<file path="src/hw/rtl/bcvs_pkg.sv">
// ----------------------------------------------------------------------------
// bcvs_pkg: shared types and constants of the valve sequencer
// Mode, fault and request codes, register indexes, and the bundles passed
// between the top level and the step logic.
// ----------------------------------------------------------------------------
`default_nettype none

package bcvs_pkg;

  // Field widths, position range and command saturation
  localparam int unsigned POS_W          = 14;
  localparam int unsigned TICK_W         = 16;
  localparam int unsigned REM_W          = 17;
  localparam int unsigned BL_W           = 13;
  localparam int unsigned POS_FULL_SCALE = 10000;
  localparam int unsigned CMD_MAX        = 16383;

  // Configuration port
  localparam int unsigned CFG_IDX_W  = 3;
  localparam int unsigned CFG_DATA_W = 16;

  // Register reset values
  localparam logic [BL_W-1:0]   BACKLASH_RST   = BL_W'(100);
  localparam logic [POS_W-1:0]  MIN_MOVE_RST   = POS_W'(100);
  localparam logic [POS_W-1:0]  IN_POS_RST     = POS_W'(50);
  localparam logic [TICK_W-1:0] MOVE_TIME_RST  = TICK_W'(10000);
  localparam logic [TICK_W-1:0] TRANS_TIME_RST = TICK_W'(8000);
  localparam logic [REM_W-1:0]  REM_RST        = REM_W'(2 * 10000);

  typedef enum logic [CFG_IDX_W-1:0] {
    REG_OVERSHOOT_STEP   = 3'd0,
    REG_MINIMAL_MOVE     = 3'd1,
    REG_IN_POSITION      = 3'd2,
    REG_MOVE_TIME_TICKS  = 3'd3,
    REG_TRANSITION_TICKS = 3'd4
  } reg_idx_e;

  typedef enum logic [1:0] {
    REQ_DEMAND = 2'd0,
    REQ_SAMPLE = 2'd1,
    REQ_TICK   = 2'd2,
    REQ_NONE   = 2'd3
  } req_type_e;

  typedef enum logic [1:0] {
    MODE_ON_TARGET = 2'd0,
    MODE_TO_COMP   = 2'd1,
    MODE_TO_TARGET = 2'd2,
    MODE_FAULTED   = 2'd3
  } mode_e;

  typedef enum logic [1:0] {
    FAULT_NONE    = 2'd0,
    FAULT_TIMEOUT = 2'd1,
    FAULT_DRIFT   = 2'd2,
    FAULT_RSVD    = 2'd3
  } fault_e;

  typedef struct packed {
    logic [BL_W-1:0]   overshoot_step;
    logic [POS_W-1:0]  minimal_move;
    logic [POS_W-1:0]  in_position;
    logic [TICK_W-1:0] move_time_ticks;
    logic [TICK_W-1:0] transition_ticks;
  } cfg_t;

  typedef struct packed {
    mode_e             mode;
    logic [POS_W-1:0]  last_setpoint;
    logic [POS_W-1:0]  comp_setpoint;
    logic [REM_W-1:0]  remaining_ticks;
  } state_t;

  typedef struct packed {
    mode_e            mode_now;
    fault_e           fault_code;
    logic [POS_W-1:0] command;
    logic             command_valid;
  } result_t;

endpackage

`default_nettype wire

</file>
<file path="src/hw/rtl/bcvs_step.sv">
// ----------------------------------------------------------------------------
// bcvs_step: next-state and result logic for one item
// Works out the new sequencer state and the optional result for one demand,
// sample or tick, from the current state and the configuration registers.
// ----------------------------------------------------------------------------
`default_nettype none

module bcvs_step
  import bcvs_pkg::*;
#(
  parameter int unsigned FULL_SCALE_POS = POS_FULL_SCALE
) (
  input  var cfg_t             cfg_i,
  input  var state_t           state_i,
  input  var logic [1:0]       req_type_i,
  input  var logic [POS_W-1:0] demand_i,
  input  var logic [POS_W-1:0] meas_pos_i,
  output var state_t           state_o,
  output var logic             has_result_o,
  output var result_t          result_o
);

  localparam logic [POS_W:0] FULL_SCALE = (POS_W + 1)'(FULL_SCALE_POS);
  localparam logic [POS_W:0] SAT_TOP    = (POS_W + 1)'(CMD_MAX);

  logic [POS_W-1:0] last;
  logic [POS_W:0]   bl_ext;
  logic             dem_below;
  logic [POS_W-1:0] dem_diff;
  logic [POS_W:0]   last_plus_bl;
  logic [POS_W:0]   dem_plus_bl;
  logic [POS_W-1:0] comp_new;
  logic [POS_W-1:0] diff_comp;
  logic [POS_W-1:0] diff_last;
  logic             near_comp;
  logic             near_last;
  logic             transition;
  logic             timed_out;

  assign last   = state_i.last_setpoint;
  assign bl_ext = (POS_W + 1)'(cfg_i.overshoot_step);

  // Distance of the new demand from the last setpoint
  assign dem_below = demand_i < last;
  assign dem_diff  = dem_below ? last - demand_i : demand_i - last;

  assign last_plus_bl = {1'b0, last} + bl_ext;
  assign dem_plus_bl  = {1'b0, demand_i} + bl_ext;

  // Compensated setpoint: overshoot past the demand, flipped near the range ends
  always_comb begin
    if (dem_below) begin
      if ({1'b0, demand_i} < bl_ext) begin
        comp_new = (last_plus_bl > SAT_TOP) ? SAT_TOP[POS_W-1:0] : last_plus_bl[POS_W-1:0];
      end else begin
        comp_new = demand_i - bl_ext[POS_W-1:0];
      end
    end else begin
      if (dem_plus_bl > FULL_SCALE) begin
        comp_new = ({1'b0, last} < bl_ext) ? '0 : last - bl_ext[POS_W-1:0];
      end else begin
        comp_new = (dem_plus_bl > SAT_TOP) ? SAT_TOP[POS_W-1:0] : dem_plus_bl[POS_W-1:0];
      end
    end
  end

  // Band checks for a position sample
  assign diff_comp = (meas_pos_i < state_i.comp_setpoint)
                     ? state_i.comp_setpoint - meas_pos_i
                     : meas_pos_i - state_i.comp_setpoint;
  assign diff_last = (meas_pos_i < last) ? last - meas_pos_i
                                         : meas_pos_i - last;
  assign near_comp  = diff_comp < cfg_i.in_position;
  assign near_last  = diff_last < cfg_i.in_position;
  assign transition = state_i.remaining_ticks < REM_W'(cfg_i.transition_ticks);
  assign timed_out  = state_i.remaining_ticks == '0;

  // Dispatch on request kind
  always_comb begin
    state_o      = state_i;
    has_result_o = 1'b0;
    result_o     = '{mode_now: state_i.mode, fault_code: FAULT_NONE,
                     command: '0, command_valid: 1'b0};
    case (req_type_i)
      REQ_DEMAND: begin
        if (demand_i != last) begin
          if (dem_diff > cfg_i.minimal_move) begin
            state_o.mode = MODE_TO_TARGET;
          end else begin
            state_o.mode          = MODE_TO_COMP;
            state_o.comp_setpoint = comp_new;
          end
          state_o.last_setpoint   = demand_i;
          state_o.remaining_ticks = REM_W'(cfg_i.move_time_ticks);
        end
      end
      REQ_TICK: begin
        if (!timed_out) begin
          state_o.remaining_ticks = state_i.remaining_ticks - REM_W'(1);
        end
      end
      REQ_SAMPLE: begin
        has_result_o = 1'b1;
        unique case (state_i.mode)
          MODE_TO_COMP: begin
            if (near_comp && transition) begin
              state_o.mode            = MODE_TO_TARGET;
              state_o.remaining_ticks = REM_W'(cfg_i.move_time_ticks);
              result_o.command_valid  = 1'b1;
              result_o.command        = last;
            end else if (timed_out) begin
              state_o.mode        = MODE_FAULTED;
              result_o.fault_code = FAULT_TIMEOUT;
            end else begin
              result_o.command_valid = 1'b1;
              result_o.command       = state_i.comp_setpoint;
            end
          end
          MODE_TO_TARGET: begin
            if (near_last && transition) begin
              state_o.mode = MODE_ON_TARGET;
            end else if (timed_out) begin
              state_o.mode        = MODE_FAULTED;
              result_o.fault_code = FAULT_TIMEOUT;
            end else begin
              result_o.command_valid = 1'b1;
              result_o.command       = last;
            end
          end
          MODE_ON_TARGET: begin
            if (!near_last) begin
              state_o.mode        = MODE_FAULTED;
              result_o.fault_code = FAULT_DRIFT;
            end
          end
          default: begin
          end
        endcase
        result_o.mode_now = state_o.mode;
      end
      default: begin
      end
    endcase
  end

endmodule

`default_nettype wire

</file>
<file path="src/hw/rtl/backlash_compensated_valve_sequencer_core.sv">
// ----------------------------------------------------------------------------
// backlash_compensated_valve_sequencer_core: valve setpoint sequencer
// Turns demands, position samples and ticks into drive commands with
// backlash compensation, timeout and drift detection.
// ----------------------------------------------------------------------------
// Usage:
//   Input stream s_axis: tuser carries the request kind (demand, position
//   sample, tick), tdata the demand and the measured valve position.
//   Output stream m_axis: one result per position sample; demands and ticks
//   update the state only. tuser is the command-valid flag, tdata holds the
//   command, the fault code and the mode after the sample.
//   Configuration: cfg_we_i writes cfg_data_i to register cfg_idx_i
//   (backlash step, minimal move, in-position band, move time, transition
//   time); write only while the block is idle.
//   Throughput: one item per cycle while s_axis_tready is high; each item updates
//   the state registers in the cycle of its transfer. A result is registered
//   in the output register, or in the skid stage while the output is stalled.
//   Reset: registers take their default values, mode is on target, the last
//   setpoint is zero and the remaining move time is twice the move time.
//   Back-pressure: an output register with a skid stage holds up to two
//   results; s_axis_tready drops only while the skid stage is full.
// ----------------------------------------------------------------------------
`default_nettype none

module backlash_compensated_valve_sequencer_core
  import bcvs_pkg::*;
#(
  parameter int unsigned FULL_SCALE_POS = POS_FULL_SCALE
) (
  input  var logic                  clk_i,
  input  var logic                  rst_ni,
  // Input stream
  input  var logic                  s_axis_tvalid,
  output var logic                  s_axis_tready,
  input  var logic [31:0]           s_axis_tdata,  // [13:0] demand, [27:14] position
  input  var logic [1:0]            s_axis_tuser,  // [1:0] req_type
  // Output stream
  output var logic                  m_axis_tvalid,
  input  var logic                  m_axis_tready,
  output var logic [23:0]           m_axis_tdata,  // [13:0] command, [15:14] fault_code,
                                                   // [17:16] mode_now
  output var logic                  m_axis_tuser,  // [0] command_valid
  // Configuration write port
  input  var logic                  cfg_we_i,
  input  var logic [CFG_IDX_W-1:0]  cfg_idx_i,
  input  var logic [CFG_DATA_W-1:0] cfg_data_i
);

  cfg_t    cfg_q;
  state_t  state_q, state_d;
  result_t step_res;
  logic    step_has_res;
  logic    in_xfer;
  logic    new_res;

  logic    out_valid_q;
  result_t out_data_q;
  logic    skid_valid_q;
  result_t skid_data_q;

  assign s_axis_tready = !skid_valid_q;
  assign in_xfer       = s_axis_tvalid && s_axis_tready;

  bcvs_step #(
    .FULL_SCALE_POS (FULL_SCALE_POS)
  ) u_step (
    .cfg_i        (cfg_q),
    .state_i      (state_q),
    .req_type_i   (s_axis_tuser),
    .demand_i     (s_axis_tdata[13:0]),
    .meas_pos_i   (s_axis_tdata[27:14]),
    .state_o      (state_d),
    .has_result_o (step_has_res),
    .result_o     (step_res)
  );

  assign new_res = in_xfer && step_has_res;

  // Configuration registers
  always_ff @(posedge clk_i or negedge rst_ni) begin
    if (!rst_ni) begin
      cfg_q.overshoot_step   <= BACKLASH_RST;
      cfg_q.minimal_move     <= MIN_MOVE_RST;
      cfg_q.in_position      <= IN_POS_RST;
      cfg_q.move_time_ticks  <= MOVE_TIME_RST;
      cfg_q.transition_ticks <= TRANS_TIME_RST;
    end else if (cfg_we_i) begin
      unique case (cfg_idx_i)
        REG_OVERSHOOT_STEP:   cfg_q.overshoot_step   <= cfg_data_i[BL_W-1:0];
        REG_MINIMAL_MOVE:     cfg_q.minimal_move     <= cfg_data_i[POS_W-1:0];
        REG_IN_POSITION:      cfg_q.in_position      <= cfg_data_i[POS_W-1:0];
        REG_MOVE_TIME_TICKS:  cfg_q.move_time_ticks  <= cfg_data_i[TICK_W-1:0];
        REG_TRANSITION_TICKS: cfg_q.transition_ticks <= cfg_data_i[TICK_W-1:0];
        default: begin
        end
      endcase
    end
  end

  // Sequencer state; advance on every input transfer
  always_ff @(posedge clk_i or negedge rst_ni) begin
    if (!rst_ni) begin
      state_q.mode            <= MODE_ON_TARGET;
      state_q.last_setpoint   <= '0;
      state_q.comp_setpoint   <= '0;
      state_q.remaining_ticks <= REM_RST;
    end else if (in_xfer) begin
      state_q.mode            <= state_d.mode;
      state_q.last_setpoint   <= state_d.last_setpoint;
      state_q.comp_setpoint   <= state_d.comp_setpoint;
      state_q.remaining_ticks <= state_d.remaining_ticks;
    end
  end

  // Output register and skid stage control
  always_ff @(posedge clk_i or negedge rst_ni) begin
    if (!rst_ni) begin
      out_valid_q  <= 1'b0;
      skid_valid_q <= 1'b0;
    end else if (!out_valid_q || m_axis_tready) begin
      out_valid_q  <= skid_valid_q || new_res;
      skid_valid_q <= 1'b0;
    end else if (new_res) begin
      skid_valid_q <= 1'b1;
    end
  end

  // Result payload: drain the skid stage first, hold while stalled
  always_ff @(posedge clk_i) begin
    if (!out_valid_q || m_axis_tready) begin
      out_data_q <= skid_valid_q ? skid_data_q : step_res;
    end else if (new_res) begin
      skid_data_q <= step_res;
    end
  end

  assign m_axis_tvalid = out_valid_q;
  assign m_axis_tuser  = out_data_q.command_valid;
  assign m_axis_tdata  = {6'b0, out_data_q.mode_now, out_data_q.fault_code,
                          out_data_q.command};

endmodule

`default_nettype wire
</file>
<file path="config.mk">
export PLATFORM = sky130hd
export DESIGN_NAME = backlash_compensated_valve_sequencer_core
export DESIGN_NICKNAME = d
export VERILOG_FILES = /design/src/hw/rtl/bcvs_pkg.sv /design/src/hw/rtl/bcvs_step.sv /design/src/hw/rtl/backlash_compensated_valve_sequencer_core.sv
export SDC_FILE = /design/constraint.sdc
export NUM_CORES = 1
export LEC_CHECK = 0
export BUFFER_PORTS_ARGS = -buffer_cell sky130_fd_sc_hd__buf_2
export CAP_MARGIN = 20
export CELL_PAD_IN_SITES_DETAIL_PLACEMENT = 2
export CELL_PAD_IN_SITES_GLOBAL_PLACEMENT = 2
export CORE_MARGIN = 2
export CORE_UTILIZATION = 40
export CTS_CLUSTER_SIZE = 28
export DETAILED_ROUTE_END_ITERATION = 16
export GPL_ROUTABILITY_DRIVEN = 0
export GPL_TIMING_DRIVEN = 0
export PLACE_DENSITY_LB_ADDON = 0.12
export REMOVE_ABC_BUFFERS = 1
export SETUP_SLACK_MARGIN = 0.02
export SLEW_MARGIN = 20
export SYNTH_ARGS = -nofsm -noshare
export SYNTH_HDL_FRONTEND = slang
export SYNTH_HIERARCHICAL = 1
export SYNTH_SLANG_ARGS = --single-unit
</file>
<file path="constraint.sdc">
create_clock -name clk_i -period 6.2 [get_ports clk_i]
set_clock_uncertainty 0.15 [all_clocks]
set_input_delay 1.55 -clock clk_i [delete_from_list [all_inputs] [get_ports clk_i]]
set_output_delay 1.55 -clock clk_i [all_outputs]
set_load 0.01 [all_outputs]
</file>
After elaboration in Yosys (flattened, before gate mapping)
Index checks and enable logic that the tools add are counted.
Storage, ports and cells
  register bits after elaboration: 160
  input bits: 58
  output and inout port bits: 27
  word-level logic and storage cells: 118
Cells by class
  add/subtract/negate cells: 11
  order comparisons: 12
  eq/ne operators: 13
  muxes and demuxes: 36
  bitwise logic cells: 2
  reductions and logical operators: 25
Operators with widths (count)
  $mux W14: 10
  $sub A14 B14 Y14: 6
  $lt A14 B14 Y1: 5
  $mux W17: 3
  $pmux W17 S3: 1
  $mux W47: 1
  $gt A15 B14 Y1 const B: 3
  $mux W15: 3
  $mux W19: 2
  $add A14 B13 Y15: 2
  $pmux W15 S2: 1
  $lt A14 B13 Y1: 2
  $sub A14 B13 Y14: 2
  $logic_not A17 Y1: 1
  $lt A17 B16 Y1: 1
  $sub A17 B1 Y17 const B: 1
  $mux W16: 1
  $gt A14 B14 Y1: 1
  $ne A14 B14 Y1: 1
  $mux W2: 6
  $pmux W2 S3: 2
  $reduce_and A2 Y1: 6
  $eq A3 B2 Y1 const B: 2
  $reduce_and A3 Y1: 2
  other kinds (18): 34

Longest topological paths before layout
Gate-level depths: netlist (run 1).
  word-level depth: 8
  depth in mapped cells: 25
  gate-level depth less buffers: 22

By module
Netlist (run 1), hierarchy kept.
By module, submodules not included
  bcvs_step: times used 1, cells an instance 1415, area an instance 9768.1 µm², seq. area each 0.0 µm²
  backlash_compensated_valve_sequencer_core: times used 1, cells an instance 333, area an instance 6105.9 µm², seq. area each 4225.3 µm²

Least setup slack after synthesis (run 1)
Ideal clock, no wire load.
  path kind: in2reg
  from: input port s_axis_tdata[14]
  to: register state_q[4] (netlist bit)
  arrival time: 6314 ps
  data required time: 5925 ps
  path slack: -388 ps
  cell stages on the path: 23
  path buffers: 2
  path through: inv_1 -> ha_1 -> inv_1 -> fa_1 -> a21o_1 -> a21oi_1 -> o21ai_0 -> a31oi_1 -> o21ai_0 -> a31oi_1 -> buf_2 -> mux2i_1 -> xnor2_1 -> ha_1 -> a21o_1 -> a211o_1 -> o311ai_1 -> nand4b_1 -> mux2i_4 -> buf_4 -> mux2i_1 -> mux2i_1 -> mux2_2
Between the ends
  longest elaborated chain between the ends: 6
  elaborated cells on any way between the ends: 8
  classes of those cells: add/sub: 2; order compare: 2; eq/ne: 1; mux: 1; reduce/logical: 2
Ends and longest elaborated chain
  from (decl): RTL line backlash_compensated_valve_sequencer_core.sv:35  | input var logic [31:0] s_axis_tdata,
  $sub A14 B14 Y14, or another cell as far along: RTL line bcvs_step.sv:70  | : meas_pos_i - state_i.comp_setpoint;
  $mux W14 *: RTL line bcvs_step.sv:69  | ? state_i.comp_setpoint - meas_pos_i
  $lt A14 B14 Y1 *: RTL line bcvs_step.sv:73  | assign near_comp = diff_comp < cfg_i.in_position;
  $logic_and A1 B1 Y1 *: RTL line bcvs_step.sv:106  | if (near_comp && transition) begin
  $ne A2 B1 Y1 (no source line) *
  $reduce_and A6 Y1 (no source line) *
  to (decl): RTL line backlash_compensated_valve_sequencer_core.sv:50  | state_t state_q, state_d;
Every way passes the cells marked *; elsewhere a longest branch is shown, timed or not.
A chain may end at the register's enable or synchronous reset.

==> metrics.txt, run 1 <==
Die Y 203.2 um; Arr. time, crit path 6.83 ns; Post-Route WL 68.12 mm; Pwr Density 520.9 nW/um^2; Post-Place Worst Slack -1.992 ns; deepest clock path buffer count 2; TritonCTS Buffers 17; Final #Nets 2106; internal power 4.813 mW; Via Count 14587; Mapped Avg Cell Area 9.081 um^2; Mapped Area 15870 um^2; vias in the first global route 15618; Cell variety after synth 102; max-cap viol count 0; critical path buffer and inverter count 4; first-pass GRT wire length 95.79 mm; fraction of registers with async set or reset after synthesis 0.7625; maximum fanout along the worst path 12; commonest non-fill, non-tap cell in the layout ha_1; RSZ-0062 raised after global routing yes; post-layout minimum cycle time 6.756 ns; DP Wirelength 46.81 mm; Main synth FF type dfrtp_1; row count 72; M1 WL 29.22 mm; root buffer cell clkbuf_16; synth warn 6; cell leakage power 8.487 nW; sw power 5.057 mW; Final setup viols 61; worst setup path class reg2reg; fin area 18950 um^2; Worst Path Required 6.27 ns; clock share of power 0.108; Initial DRC Count 908; Total GRT Usage 0.3060; 1st-pass router iterations 5; violated checks setup timing; die area 41290 um^2; Sink Count 160; fillcell total 4159; number of enable flip-flop cells after synthesis 38; status finished with violations; CP top delay family compound AO/OA/AOI/OAI gates; TritonCTS clock tree built; maximum clock frequency 148.0 MHz; startpoint types register; I/O pins 85; Worst slew margin 0.2836; switching share of power 0.5124; worst slew pin tran 1.070 ns; Max Slew Vio Count 0; Die X 203.2 um; H-tree depth 4; Worst-path clk slew 0.07 ns; Final WS setup -0.5564 ns; Tcrit/Tclk final 1.090; worst skew pair latency 0.48 ns; largest net degree at the start of global routing 80; drt drc 0; core area 38920 um^2; initial antenna violation count 0; Worst Setup End Kind register; most frequent cells in the layout 177 x ha_1, 168 x inv_1, 116 x mux2_2; GRT overflow 0; Cells after Synth 1748; layout cell share with drive strength beyond 1 0.2820; met3 WL post-DR 2.220 mm; area grow syn2layout 19.38%; Top cell by count, worst path o211ai_1; worst-path cell chain inv_1 > fa_2 > a21oi_4 > o22ai_4 > o211ai_1 > nand4_1 > o211ai_1 > buf_4 > buf_8 > mux2i_1 > xnor2_1 > ha_1 > a21oi_1 > o21ai_0 > a311oi_4 > o31ai_4 > o21a_1 > o2bb2ai_4 > buf_12 > a22oi_2 > nor2_1 > mux2_2; Seq/Total Area, Yosys 0.2662; Worst path max stage delay 0.78 ns; Synth Register Bits 160; slowest CP cell dfrtp_1; Initial Util 0.4079; Fin. Hold Viols 0; port bufs 74; Placed Area 16610 um^2; antenna violation net count after detailed routing 0; WL/cell 28.66 um; vias per inst 6.137; met2 wire length 32.73 mm; Max Used Layer met4; Reg power frac 0.184; HP Class reg2reg; peak supply drop 0.2379 mV; Logic pwr share 0.708
-- stage by stage --
step | cells | utilization | setup TNS (ns) | power [mW] | hold WS, ns
floorplan | 1672 | - | -30.48 | 5.144 | 0.3292
global placement | 2264 | 0.4232 | -173.00 | 6.588 | 0.3407
detailed placement | 2270 | 0.4268 | -107.03 | 6.908 | 0.3468
CTS | 2345 | 0.4671 | -0.4421 | 8.848 | 0.3603
global route | 2376 | 0.4869 | -22.02 | 10.37 | 0.3751
finish | 2377 | 0.4869 | -11.54 | 9.871 | 0.3604
-- state kept, by name (all words and copies together) (netlist names) --
| name | cells |
|---|---|
| m_axis_tdata | 18 |
| m_axis_tvalid | 1 |
| skid_data_q | 19 |
| cfg_q | 73 |
| m_axis_tuser | 1 |
| state_q | 47 |
| skid_valid_q | 1 |
-- power by group through the flow --
| stage | clock [mW] | combinational, mW | sequential, mW |
|---|---|---|---|
| final | 1.06 | 6.99 | 1.82 |
| after global routing | 1.12 | 7.39 | 1.86 |
| after CTS | 1.07 | 5.99 | 1.79 |
| after detailed placement | 0 | 5.11 | 1.79 |
| after global placement | 0 | 4.83 | 1.76 |
| after floorplan | 0 | 3.51 | 1.63 |
-- worst paths after layout --
path                             startpoint                to  slack, ns  cells past startpoint
worst max-delay path            state_q[32]  m_axis_tdata[13]      -0.56                     22
worst min-delay path              cfg_q[31]         cfg_q[31]       0.36                      1
worst max register to register  state_q[32]  m_axis_tdata[13]      -0.56                     22
worst min register to register    cfg_q[31]         cfg_q[31]       0.36                      1
max in group asynchronous            rst_ni         cfg_q[36]       4.32                      2
min in group asynchronous            rst_ni         cfg_q[28]       0.82                      1
-- layout make-up --
class	instances	area [um^2]	share of cell area
multi-input combinational	1338	11630	0.6138
clock buffer	18	429.2	0.02265
antenna	1	2.502	0.0001320
timing repair buffer	153	1192	0.06292
tap	518	648.1	0.03420
clock inverter	14	142.6	0.007527
sequential	160	4225	0.2230
inverter	175	679.4	0.03585
-- synth_stat cells, types with 31 or more instances --
cell type / n / share of area
ha_1: 193 / 0.15
inv_1: 173 / 0.041
mux2_2: 139 / 0.099
nor2_1: 113 / 0.027
a21oi_1: 111 / 0.035
dfrtp_1: 97 / 0.15
nand2_1: 91 / 0.022
o21ai_0: 84 / 0.026
xnor2_1: 49 / 0.027
edfxtp_1: 38 / 0.072
mux2i_1: 38 / 0.024
a21o_1: 37 / 0.017
nand3_1: 34 / 0.011
nor3_1: 32 / 0.010
clkbuf_1: 31 / 0.0073
-- what timing repair did --
item / 4_1_cts / 5_1_grt
buffers inserted: 41 / 32
resized for setup: 128 / 115
setup endpoints to repair: 70 / 63
cloned: 2 / 1
hold buffers: 0 / 0
pin swaps: 52 / 59
-- per-layer routing --
layer  vias to the layer above  GRT usage
met5                         -          0
met4                         0     0.1577
met3                       162    0.02908
met1                      7527     0.3908
met2                       387     0.5152
li1                       6511          -
-- cells by family after synthesis --
| family | after synthesis | synth area share |
|---|---|---|
| muxes | 185 | 0.1306 |
| buffers and inverters | 256 | 0.06928 |
| other | 1 | 0.0002362 |
| and+or+nand+nor | 409 | 0.1331 |
| xor gates and xnor gates | 79 | 0.04359 |
| AOI/OAI and AO/OA | 455 | 0.1922 |
| DFF | 160 | 0.2662 |
| adders and majority gates | 203 | 0.1647 |
Power figures use the tool's default switching activity.
==> run 2: changes to the inputs <==
--- a/config.mk
+++ b/config.mk
@@ -18,6 +18,7 @@
 export PLACE_DENSITY_LB_ADDON = 0.12
 export REMOVE_ABC_BUFFERS = 1
 export SETUP_SLACK_MARGIN = 0.02
+export SKIP_LAST_GASP = 1
 export SLEW_MARGIN = 20
 export SYNTH_ARGS = -nofsm -noshare
 export SYNTH_HDL_FRONTEND = slang
==> run 2 against run 1 <==
Non-clock buffer count is the same. Routed wire length decreased by 2.9%. Clock power hardly changed. Highest routed layer unchanged. Power shrank 1.4%. The flow still finishes with violations (setup timing). Critical endpoint is now m_axis_tdata[9].
==> metrics.txt, run 2 (synthesized netlist as in run 1, its figures left out) <==
status finished with violations; violated checks setup timing; drt drc 0 (unchanged); Worst Setup EP m_axis_tdata[9]; maximum clock frequency 154.6 MHz (+4.5%); Worst slew margin 0.2749 (-0.008633); Worst Setup End Kind register; worst setup path class in2reg; DP Wirelength 46.81 mm (unchanged); Post-Route WL 66.18 mm (-2.9%); vias in the first global route 15618 (unchanged); maximum fanout along the worst path 7 (-5); most frequent cells in the layout 177 x ha_1, 168 x inv_1, 121 x mux2_2; initial antenna violation count 1 (+1); Logic pwr share 0.705 (-0.003); commonest non-fill, non-tap cell in the layout ha_1; root buffer cell clkbuf_16; Worst path max stage delay 0.46 ns (-0.32 ns); number of diodes 0 (-1); deepest clock path buffer count 2 (unchanged); die area 41290 um^2 (unchanged); clock share of power 0.109 (about the same); cell leakage power 8.464 nW (-0.28%); Fin. Hold Viols 0 (unchanged); GRT overflow 0 (unchanged); TritonCTS Buffers 17 (unchanged); largest register by flop count cfg_q; Reg power frac 0.186 (+0.002); Hold WS 0.3647 ns (+0.004309 ns); Worst R2R End m_axis_tdata[9]; row count 72 (unchanged); vias per inst 6.078 (-0.95%); largest net degree at the start of global routing 80 (unchanged); Initial Util 0.4079 (unchanged); number of flip-flops in the largest register 73 (unchanged); critical path depth in cells 23 (+4.5%); peak supply drop 0.2367 mV (-0.51%); layout cell share with drive strength beyond 1 0.2815 (-0.0005382); Max Slew Vio Count 0 (unchanged); H-tree depth 4 (unchanged); Final setup viols 42 (-31%); Largest regs cfg_q x73, state_q x47, skid_data_q x19; critical path buffer and inverter count 5 (+1); area grow syn2layout 19.22%; worst-path cell chain buf_2 > ha_1 > nand3_1 > o22ai_4 > o211ai_1 > nand4_1 > o211ai_1 > buf_4 > buf_8 > buf_4 > o21ai_0 > xor2_1 > ha_1 > a21oi_2 > nand2_2 > a311oi_4 > o31ai_4 > o21a_1 > o2bb2ai_4 > buf_12 > a22oi_2 > nor2_1 > mux2_2; Pwr Density 514.3 nW/um^2 (-1.3%); Final #Nets 2106 (unchanged); slowest CP cell ha_1; HP Class reg2reg; Worst-path clk slew 0.07 ns (about the same); internal power 4.791 mW (-0.47%); max-cap viol count 0 (unchanged); Hold-fix buffers, CTS 0 (unchanged); port bufs 74 (unchanged); Arr. time, crit path 6.55 ns (-0.28 ns); CP top delay family compound AO/OA/AOI/OAI gates; antenna violation net count after detailed routing 0 (unchanged); I/O pins 85 (unchanged); Final WS setup -0.2669 ns (+0.2896 ns); Tcrit/Tclk final 1.043 (-0.04671); startpoint types primary input; Worst Setup SP s_axis_tdata[17]; worst skew pair latency 0.48 ns (about the same); Die Y 203.2 um (unchanged); Critical R2R Launch state_q[32]; fin cells 2376 (-0.042%); Placed Cells 2270 (unchanged); worst-case reg-to-reg path depth 23 (+4.5%); Sink Count 160 (unchanged); post-layout minimum cycle time 6.467 ns (-0.2896 ns); worst slew pin tran 1.083 ns (+0.01289 ns); switching share of power 0.5078 (-0.004554); Die X 203.2 um (unchanged); TritonCTS clock tree built; core area 38920 um^2 (unchanged); R2R setup slack -0.17 ns (+0.39 ns); RSZ-0062 raised after global routing yes; first-pass GRT wire length 95.79 mm (unchanged); Initial DRC Count 922 (+1.5%); Post-Place Worst Slack -1.992 ns (unchanged); sw power 4.942 mW (-2.3%); Via Count 14442 (-0.99%); Worst Path Required 6.28 ns (about the same); Total GRT Usage 0.3060 (unchanged); WL/cell 27.85 um (-2.8%); 1st-pass router iterations 5 (unchanged)
==> run 2: changes by cell type in the layout (fill, tap and decap cells not counted), sizes merged <==
| cell | change |
|---|---|
| diode | -1 |
==> run 2: how the worst min path moves through the flow <==
stage / startpoint / to / slack [ns] / depth (start not counted)
final: cfg_q[41] / cfg_q[41] / 0.36 / 1
after global routing: cfg_q[18] / cfg_q[18] / 0.38 / 1
after CTS: cfg_q[18] / cfg_q[18] / 0.36 / 1
after detailed placement: cfg_q[18] / cfg_q[18] / 0.35 / 1
after global placement: cfg_q[13] / cfg_q[13] / 0.34 / 1
after floorplan: cfg_q[18] / cfg_q[18] / 0.33 / 1
==> run 2: cell type report <==
| class | count | area (um^2) |
|---|---|---|
| Fill cell | 4192 | 19990 |
| Multi-Input combinational cell | 1338 | 11610 |
| Sequential cell | 160 | 4225 |
| Timing Repair Buffer | 153 | 1192 |
| Inverter | 175 | 679.4 |
| Tap cell | 518 | 648.1 |
| Clock buffer | 18 | 429.2 |
| Clock inverter | 14 | 142.6 |
==> run 2: through the flow <==
step                      utilization  TNS, ns  total power [mW]  instance area [um^2]
after global routing           0.4863   -9.311             10.25                 18930
after detailed placement       0.4268  -107.03             6.908                 16610
after global placement         0.4232  -173.00             6.588                 16470
after floorplan                     -   -30.48             5.144                 15450
after CTS                      0.4671  -0.4421             8.848                 18180
final                          0.4863   -4.511             9.733                 18930
==> run 2: power by group through the flow <==
stage	registers (mW)	logic [mW]	clock network [mW]
2_1_floorplan	1.63	3.51	0
3_3_place_gp	1.76	4.83	0
3_5_place_dp	1.79	5.11	0
4_1_cts	1.79	5.99	1.07
5_1_grt	1.85	7.28	1.11
6_report	1.81	6.86	1.06
==> run 2: worst register-to-register path, cell delays in order, from the launching register on <==
cell and delay [ns]:
dfrtp_1 0.77, inv_1 0.42, fa_2 0.52, a21oi_4 0.20
o22ai_4 0.10, o211ai_1 0.31, nand4_1 0.14, o211ai_1 0.17
buf_4 0.20, buf_8 0.13, buf_4 0.13, o21ai_0 0.13
xor2_1 0.32, ha_1 0.32, a21oi_2 0.18, nand2_2 0.09
a311oi_4 0.34, o31ai_4 0.11, o21a_1 0.24, o2bb2ai_4 0.18
buf_12 0.17, a22oi_2 0.39, nor2_1 0.13, mux2_2 0.30
==> run 2: metal layers <==
| layer | track usage | up-vias | share of wire |
|---|---|---|---|
| met5 | 0 | - | 0 |
| met4 | 0.1577 | 0 | 0.051 |
| met3 | 0.02908 | 130 | 0.032 |
| met2 | 0.5152 | 375 | 0.48 |
| met1 | 0.3908 | 7431 | 0.44 |
| li1 | - | 6506 | - |
==> run 2: repair_timing <==
item,4_1_cts,5_1_grt
cloned,2,1
resized for setup,128,109
setup endpoints to repair,70,63
pin swaps,52,59
buffers inserted,41,32
endpoints found under the hold margin,0,0
==> run 3: changes to the inputs <==
--- a/config.mk
+++ b/config.mk
@@ -18,6 +18,7 @@
 export PLACE_DENSITY_LB_ADDON = 0.12
 export REMOVE_ABC_BUFFERS = 1
 export SETUP_SLACK_MARGIN = 0.02
+export SKIP_CTS_REPAIR_TIMING = 1
 export SKIP_LAST_GASP = 1
 export SLEW_MARGIN = 20
 export SYNTH_ARGS = -nofsm -noshare
==> run 3 against run 2 <==
The run still ends with setup timing left. Clock-buffer cell count unchanged. Die area stayed put. Non-clock buffer count fell by 16. Global-route usage fell by 2.2 points. Highest routed layer unchanged. Setup slack got worse by 0.37 ns. Largest cell class unchanged.
==> metrics.txt, run 3 (synthesized netlist as in run 1, its figures left out) <==
status finished with violations; DP Wirelength 46.81 mm (unchanged); startpoint types primary input; Sink Count 160 (unchanged); row count 72 (unchanged); Die X 203.2 um (unchanged); Largest regs cfg_q x73, state_q x47, skid_data_q x19; maximum clock frequency 146.2 MHz (-5.4%); GRT overflow 0 (unchanged); Final #Nets 2091 (-0.71%); Max Slew Vio Count 0 (unchanged); die area 41290 um^2 (unchanged); core area 38920 um^2 (unchanged); Arr. time, crit path 6.90 ns (+0.35 ns); antenna violation net count after detailed routing 0 (unchanged); max-cap viol count 0 (unchanged); Pwr Density 508.8 nW/um^2 (-1.1%); Tcrit/Tclk final 1.103 (+0.05981); commonest non-fill, non-tap cell in the layout ha_1; Worst R2R End m_axis_tdata[13]; post-layout minimum cycle time 6.838 ns (+0.3708 ns); drt drc 0 (unchanged); largest net degree at the start of global routing 80 (unchanged); TritonCTS clock tree built; port bufs 74 (unchanged); cell leakage power 8.375 nW (-1.1%); Via Count 14204 (-1.6%); root buffer cell clkbuf_16; Fin. Hold Viols 0 (unchanged); largest register by flop count cfg_q; fillcell total 4239 (+1.1%); HP Class reg2reg; H-tree depth 4 (unchanged); Die Y 203.2 um (unchanged); Worst Setup SP s_axis_tdata[14]; deepest clock path buffer count 2 (unchanged); maximum fanout along the worst path 8 (+1); Worst Setup EP m_axis_tdata[13]; R2R setup slack -0.49 ns (-0.32 ns); 1st-pass router iterations 5 (unchanged); Final setup viols 63 (+50%); Worst path max stage delay 0.40 ns (-0.06 ns); Post-Route WL 63.57 mm (-3.9%); WL/cell 26.93 um (-3.3%); Worst slew margin 0.2898 (+0.01489); worst slew pin tran 1.065 ns (-0.01728 ns); worst skew pair latency 0.47 ns (about the same); vias per inst 6.016 (-1.0%); violated checks setup timing; TritonCTS Buffers 17 (unchanged); initial antenna violation count 0 (-1); Total GRT Usage 0.2840 (-0.02205); Final WS setup -0.6377 ns (-0.3708 ns); setup TNS -17.82 ns (-13.31 ns); Final Util 0.4764 (-0.009870); Worst Path Required 6.26 ns (-0.02 ns); Critical R2R Launch state_q[32]; first-pass GRT wire length 89.06 mm (-7.0%); worst-case reg-to-reg path depth 22 (-4.3%); vias in the first global route 14929 (-4.4%); I/O pins 85 (unchanged); Tot Pwr 9.435 mW (-3.1%); Max Used Layer met4; layout cell share with drive strength beyond 1 0.2594 (-0.02213); number of diodes 0 (unchanged); Initial DRC Count 797 (-14%); peak supply drop 0.2273 mV (-4.0%); slowest CP cell a22oi_2; RSZ-0062 raised after global routing yes; met2 wire length 30.61 mm (-3.9%); M1 WL 27.98 mm (-2.9%); most frequent cells in the layout 187 x ha_1, 170 x inv_1, 122 x mux2_2; Initial Util 0.4079 (unchanged); Worst-path clk slew 0.07 ns (about the same); met3 WL post-DR 2.147 mm (+0.33%); worst setup path class in2reg; area grow syn2layout 16.80%; number of flip-flops in the largest register 73 (unchanged); Worst Setup End Kind register
==> run 3: changes by cell type in the layout (fill, tap and decap cells not counted), sizes merged <==
cell  previous run  this run
nor2           114       115
buf            151       135
==> run 3: power by group <==
part	total, mW	internal, mW	leakage (nW)	switching (mW)
registers	1.80	1.38	1.85	0.422
logic	6.59	2.71	6.26	3.87
clock network	1.05	0.533	0.273	0.514
total	9.43	4.62	8.37	4.81
==> run 3: metrics by stage <==
step / std cells / cell area, um^2 / setup WS (ns) / hold slack (ns)
final: 2361 / 18540 / -0.6377 / 0.3574
after global routing: 2361 / 18540 / -0.7442 / 0.3807
after CTS: 2302 / 17180 / -1.519 / 0.3603
after detailed placement: 2270 / 16610 / -1.992 / 0.3468
after global placement: 2264 / 16470 / -2.835 / 0.3407
after floorplan: 1672 / 15450 / -0.7865 / 0.3292
==> run 3: cell type report <==
type | instances | area (um^2) | area share
clock buffers | 18 | 429.2 | 0.02315
clock inverters | 14 | 142.6 | 0.007693
inverters | 175 | 671.9 | 0.03624
multi-input cells | 1339 | 11380 | 0.6139
flip-flops and latches | 160 | 4225 | 0.2279
well taps | 518 | 648.1 | 0.03496
repair buffers | 137 | 1042 | 0.05621
==> run 3: worst max-delay path: cells and delay by family <==
kind            cells  cell delay (ns)
compound gates     11             2.62
xor+xnor            1             0.27
fa+ha+maj           3             0.87
buf+inv             6             0.74
mux                 2             0.55
simple gates        2             0.28
==> run 3: worst min-delay path by stage <==
stage,to,slack (ns),cells after the start,from
after CTS,cfg_q[18],0.36,1,cfg_q[18]
after detailed placement,cfg_q[18],0.35,1,cfg_q[18]
final,cfg_q[18],0.36,1,cfg_q[18]
after global placement,cfg_q[13],0.34,1,cfg_q[13]
after floorplan,cfg_q[18],0.33,1,cfg_q[18]
after global routing,cfg_q[18],0.38,1,cfg_q[18]
==> run 3: per-layer routing <==
metal	track usage	up-vias
met1	0.3746	7294
met2	0.4776	322
met4	0.1236	0
met5	0	-
li1	-	6483
met3	0.02269	105
